$ cat src/sv/mts_pkg.sv
package mts_pkg;

  localparam int DEPTH_DEF      = 256;
  localparam int DATA_WIDTH_DEF = 32;

  localparam logic MODE_PUSH = 1'b0;
  localparam logic MODE_POP  = 1'b1;

  typedef enum logic [1:0] {
    STATUS_OK    = 2'd0,
    STATUS_FULL  = 2'd1,
    STATUS_EMPTY = 2'd2
  } status_t;

  // controller -> datapath
  typedef struct packed {
    logic accept;     // capture input word
    logic exec;       // apply push/pop to pointers and stores
    logic load_tops;  // load top caches from registered store reads
    logic load_out;   // load result register
  } cmd_t;

  // datapath -> controller
  typedef struct packed {
    logic need_read;  // pending op is a pop on a non-empty stack
    logic out_free;   // result register can take a new word
  } sts_t;

endpackage

$ cat src/sv/mts_ctrl.sv
module mts_ctrl (
  input  logic          clk,
  input  logic          rst_n,
  input  logic          in_valid,
  output logic          in_ready,
  input  mts_pkg::sts_t sts,
  output mts_pkg::cmd_t cmd
);

  typedef enum logic [3:0] {
    ST_IDLE = 4'b0001,
    ST_EXEC = 4'b0010,
    ST_READ = 4'b0100,
    ST_DONE = 4'b1000
  } state_t;

  state_t state_r, state_nxt;

  always_ff @(posedge clk) begin
    if (!rst_n) begin
      state_r <= ST_IDLE;
    end else begin
      state_r <= state_nxt;
    end
  end

  always_comb begin
    state_nxt = state_r;
    cmd       = '0;
    in_ready  = 1'b0;
    case (state_r)
      ST_IDLE: begin
        in_ready = 1'b1;
        if (in_valid) begin
          cmd.accept = 1'b1;
          state_nxt  = ST_EXEC;
        end
      end
      ST_EXEC: begin
        cmd.exec  = 1'b1;
        state_nxt = sts.need_read ? ST_READ : ST_DONE;
      end
      ST_READ: begin
        cmd.load_tops = 1'b1;
        state_nxt     = ST_DONE;
      end
      ST_DONE: begin
        if (sts.out_free) begin
          cmd.load_out = 1'b1;
          state_nxt    = ST_IDLE;
        end
      end
      default: begin
        state_nxt = ST_IDLE;
      end
    endcase
  end

  a_accept_only_idle: assert property (@(posedge clk) disable iff (!rst_n)
    cmd.accept |=> state_r == ST_EXEC)
    else $error("accept did not start execution");

  a_read_follows_exec: assert property (@(posedge clk) disable iff (!rst_n)
    state_r == ST_READ |-> $past(state_r) == ST_EXEC && $past(sts.need_read))
    else $error("store read without a pop");

  a_cmd_exclusive: assert property (@(posedge clk) disable iff (!rst_n)
    $onehot0({cmd.accept, cmd.exec, cmd.load_tops, cmd.load_out}))
    else $error("overlapping commands");

endmodule

$ cat config.mk
export PLATFORM = sky130hd
export DESIGN_NAME = mts_ctrl
export DESIGN_NICKNAME = d
export VERILOG_FILES = /design/src/sv/mts_pkg.sv /design/src/sv/mts_ctrl.sv
export SDC_FILE = /design/constraint.sdc
export NUM_CORES = 1
export LEC_CHECK = 0
export ABC_AREA = 1
export BUFFER_PORTS_ARGS = -buffer_cell sky130_fd_sc_hd__buf_4
export CAP_MARGIN = 20
export CORE_AREA = 2 2 39 41
export CTS_CLUSTER_DIAMETER = 60
export CTS_CLUSTER_SIZE = 24
export DETAILED_ROUTE_END_ITERATION = 8
export DIE_AREA = 0 0 41 43
export GPL_TIMING_DRIVEN = 0
export PLACE_DENSITY = 0.4
export SETUP_SLACK_MARGIN = 0.3
export SYNTH_ARGS = -nofsm -noshare
export SYNTH_HDL_FRONTEND = slang
export SYNTH_SLANG_ARGS = --single-unit
$ cat constraint.sdc
create_clock -name clk -period 1.6 [get_ports clk]
set_input_delay 0.32 -clock clk [delete_from_list [all_inputs] [get_ports clk]]
set_output_delay 0.32 -clock clk [all_outputs]
set_load 0.05 [all_outputs]
==> impl_table.tex <==
\begin{tabular}{lr}
\hline
Metric & Value \\
\hline
\multicolumn{2}{l}{\textbf{Place}} \\
Cell Count Post-Placement & 63 \\
Placed inst area & about 320 um2 \\
Sum of net half-perimeters after detailed placement & roughly 380 um \\
Buffers on Ports & 9 \\
Placement Setup Slack & $\sim$400 ps \\
GPL Wtd Cong & $\sim$0.62 \\
\multicolumn{2}{l}{\textbf{Timing}} \\
Setup-failing EPs final & 0 \\
Worst-margin pin slew & around 150 ps \\
Relative slew margins & roughly 90\% \\
Setup repair after global routing missed its margin & true \\
Worst-case setup margin in the final layout & 211 ps \\
F\_max & about 0.72 GHz \\
Post-route fraction of the period consumed by the critical path & between 80 and 90\% \\
Slew Viols, Final & 0 \\
Worst-case clock skew & roughly 2.3 ps \\
Final worst hold slack & roughly 300 ps \\
Hold Violations, Final & 0 \\
Final critical path time including I/O delays and setup & 1390 ps \\
Setup\_tns & 0 ps \\
\multicolumn{2}{l}{\textbf{Floorplanning}} \\
Core box area & 1380 um2 \\
Height of the chip & 43 um \\
Die extent in x & just over 40 um \\
I/O pin count & 10 \\
Initial core utilization & between 10\% and 20\% \\
Number of cell rows & 14 \\
Area of the die & 1760 um2 \\
\multicolumn{2}{l}{\textbf{Global routing}} \\
Remaining global-route overflow & 0 \\
Total Routing Usage GR & just under 9\% \\
Global-route wire length before repair & about 990 um \\
Maximum number of pins on one net before global-route repair & 5 \\
Number of antenna violations at the first check in global routing & 0 \\
Number of global-route vias before repair & 283 \\
\multicolumn{2}{l}{\textbf{Route}} \\
Count of antenna-violating nets left after detailed routing & 0 \\
Total iterations of the first detailed-routing run & 1 \\
Violation count after the first detailed-routing iteration & 0 \\
Post-detailed-route DRC marker count & 0 \\
Vias after detailed routing & between 200 and 300 \\
Final WL & around 680 um \\
Routed wire per std cell & between 8 and 9 um \\
Vias per cell & between 3 and 4 \\
\multicolumn{2}{l}{\textbf{Power}} \\
Share of power burned in the clock network & 30.8\% \\
Share of total power in combinational logic & 41.5\% \\
Net switching share of the total power & roughly a third \\
Maximum resistive drop on vdd & approximately 0.00033 V \\
Power density cells & 790 nW/um2 \\
Net switching component of the power & 131 uW \\
Power Internal & between 200 and 300 uW \\
Sequential fraction of design power & between 20\% and 30\% \\
Lkg Pwr & $\sim$0.27 nW \\
\multicolumn{2}{l}{\textbf{Logic synthesis}} \\
Synthesized netlist cell count & 38 \\
Net count after synthesis & 43 \\
Count of flip-flops with a built-in enable after synthesis & 0 \\
Number of distinct standard cells referenced by the synthesized netlist & 10 \\
Cell with the most instances after synthesis & inv\_1 \\
Commonest cells in the synthesized netlist & inv\_1, nor2\_1, nand2\_1 \\
Share of flip-flops with an asynchronous set or reset after synthesis & 0\% \\
Post-Synthesis Mean Instance Area & about 6.0 um2 \\
Portion of the post-synthesis area used by sequential elements & 35.0\% \\
Most area-consuming cells after synthesis & dfxtp\_1, inv\_1, nor2\_1, nand2\_1, nand3\_1 \\
Most used DFF post-synth & dfxtp\_1 \\
Yosys reg bits & 4 \\
Cell accounting for the most synthesized area & dfxtp\_1 \\
Cell Area, Synth & about 230 um2 \\
Top cell type's share of synthesized area & 35.0\% \\
Number of warning messages in the yosys log & 0 \\
\multicolumn{2}{l}{\textbf{Layout}} \\
Final cell count without fillers & 77 \\
Largest registers & state\_r: 4 flops \\
Post-Layout Inst Area & 507 um2 \\
Synth-to-Final Area Change & 121\% \\
Fraction of final layout cells with drive strength greater than 1 & 68.9\% \\
Antenna Cells & 0 \\
Post-layout nets & 68 \\
Max reg flops & 4 \\
Largest register by flop count & state\_r \\
\multicolumn{2}{l}{\textbf{Clock network}} \\
Quantity of hold-fixing buffers added after cts & 0 \\
Root cell of the clock tree & clkbuf\_4 \\
Clk buf depth & 2 \\
Maximum level of the CTS H-tree & 1 \\
Total clock buffers created by CTS & 3 \\
TritonCTS clock tree & built \\
Clock latency on the worst-skew pair & 230 ps \\
Sinks on Clock Net & 4 \\
Clock transition at the registers of the reported paths & around 40 ps \\
\multicolumn{2}{l}{\textbf{Worst setup path}} \\
Worst setup EP type & output pin \\
Cell-by-cell trace of the critical path & buf\_4, nor2\_4, nand2\_2, inv\_2, buf\_8 \\
Cell with the largest stage delay on the worst path & dfxtp\_2 \\
Endpoint of the worst register-to-register path & state\_r[0] \\
Start point of the critical path & state\_r[0] \\
Startpoint types & flop \\
Peak per-stage delay on the critical path & 320 ps \\
Critical path data required time & roughly 1300 ps \\
Worst reg-to-reg path cell count & 8 \\
Crit path to & cmd[2] \\
Worst setup slack for register-to-register paths & around 260 ps \\
Start-to-end type of the worst setup path & flop to output pin \\
Data arrival time of the critical path & $\sim$1100 ps \\
Critical-path maximum fanout & 3 \\
Startpoint of the most critical register-to-register path & state\_r[3] \\
\multicolumn{2}{l}{\textbf{Status}} \\
Outcome & finished clean \\
\multicolumn{2}{l}{\textbf{Hold path}} \\
Hold WC Path Type & input port to flop \\
\multicolumn{2}{l}{\textbf{Job}} \\
Max-cap violations & 0 \\
\hline
\end{tabular}
[what timing repair did]
item / CTS / global route
endpoints found under the setup margin: 5 / 7
pin swaps: 4 / 8
buffers inserted: 7 / 4
gates resized for setup: 13 / 15
[cell type report]
class / count / area [um2]
fill: 164 / 877
timing repair buffer: 20 / 173
multi-input combinational: 21 / 150
sequential: 4 / 92.6
inverter: 13 / 48.8
clock buffer: 3 / 22.5
tap: 16 / 20.0
[power groups by stage]
stage	combinational [mW]	clock, mW	sequential [mW]
after floorplan	0.0640	0	0.112
after global placement	0.0916	0	0.112
after detailed placement	0.0908	0	0.112
after CTS	0.133	0.130	0.114
after global routing	0.178	0.142	0.112
final	0.166	0.123	0.111
[how the worst min path moves through the flow]
stage / start / end / slack, ps / cells past startpoint
floorplan: rst_n / state_r[3] / 420 / 2
global placement: rst_n / state_r[3] / 530 / 3
detailed placement: rst_n / state_r[3] / 530 / 3
CTS: rst_n / state_r[3] / 290 / 3
global route: rst_n / state_r[3] / 300 / 3
finish: rst_n / state_r[3] / 300 / 3
[cells in the final DEF, fill, tap and decap left out]
| master | count |
|---|---|
| buf_6 | 4 |
| nand2_4 | 1 |
| nor3_1 | 1 |
| buf_8 | 1 |
| dfxtp_2 | 1 |
| buf_4 | 15 |
| nand4_1 | 1 |
| nor2_1 | 1 |
| nand3_1 | 3 |
| nor3_2 | 1 |
| o21ai_2 | 1 |
| inv_1 | 9 |
| clkbuf_4 | 3 |
| nand2_2 | 1 |
| dfxtp_4 | 3 |
| nor2_4 | 5 |
| inv_2 | 4 |
| nand2_1 | 4 |
| nor2_2 | 2 |
[stage by stage]
step	power, mW	util, %
after CTS	0.376	31.3
final	0.400	36.6
after detailed placement	0.203	23.2
after global placement	0.204	23.2
after floorplan	0.176	-
after global routing	0.432	36.6
[cells by family (layout without fill, tap and decap cells)]
| logic type | after synthesis | in the layout | share of synthesized area [%] |
|---|---|---|---|
| buffers and inverters | 13 | 36 | 21.3 |
| AO/OA/AOI/OAI | 1 | 1 | 3.83 |
| flip-flops | 4 | 4 | 35.0 |
| AND/OR/NAND/NOR | 20 | 20 | 39.9 |
[critical path, delay by kind of cell (launching register included)]
family | cells | cell delay (ps)
buffers and inverters | 3 | 340
DFF | 1 | 320
and+or+nand+nor | 2 | 170
[routing by layer]
layer	wire [um]	global-route usage, %	vias up
met2	378	12.8	13
met5	0	0	-
met3	39	3.14	4
met4	34	8.00	0
li1	-	-	160
met1	229	9.35	120
Note: power is estimated with default switching activity, not from simulation.
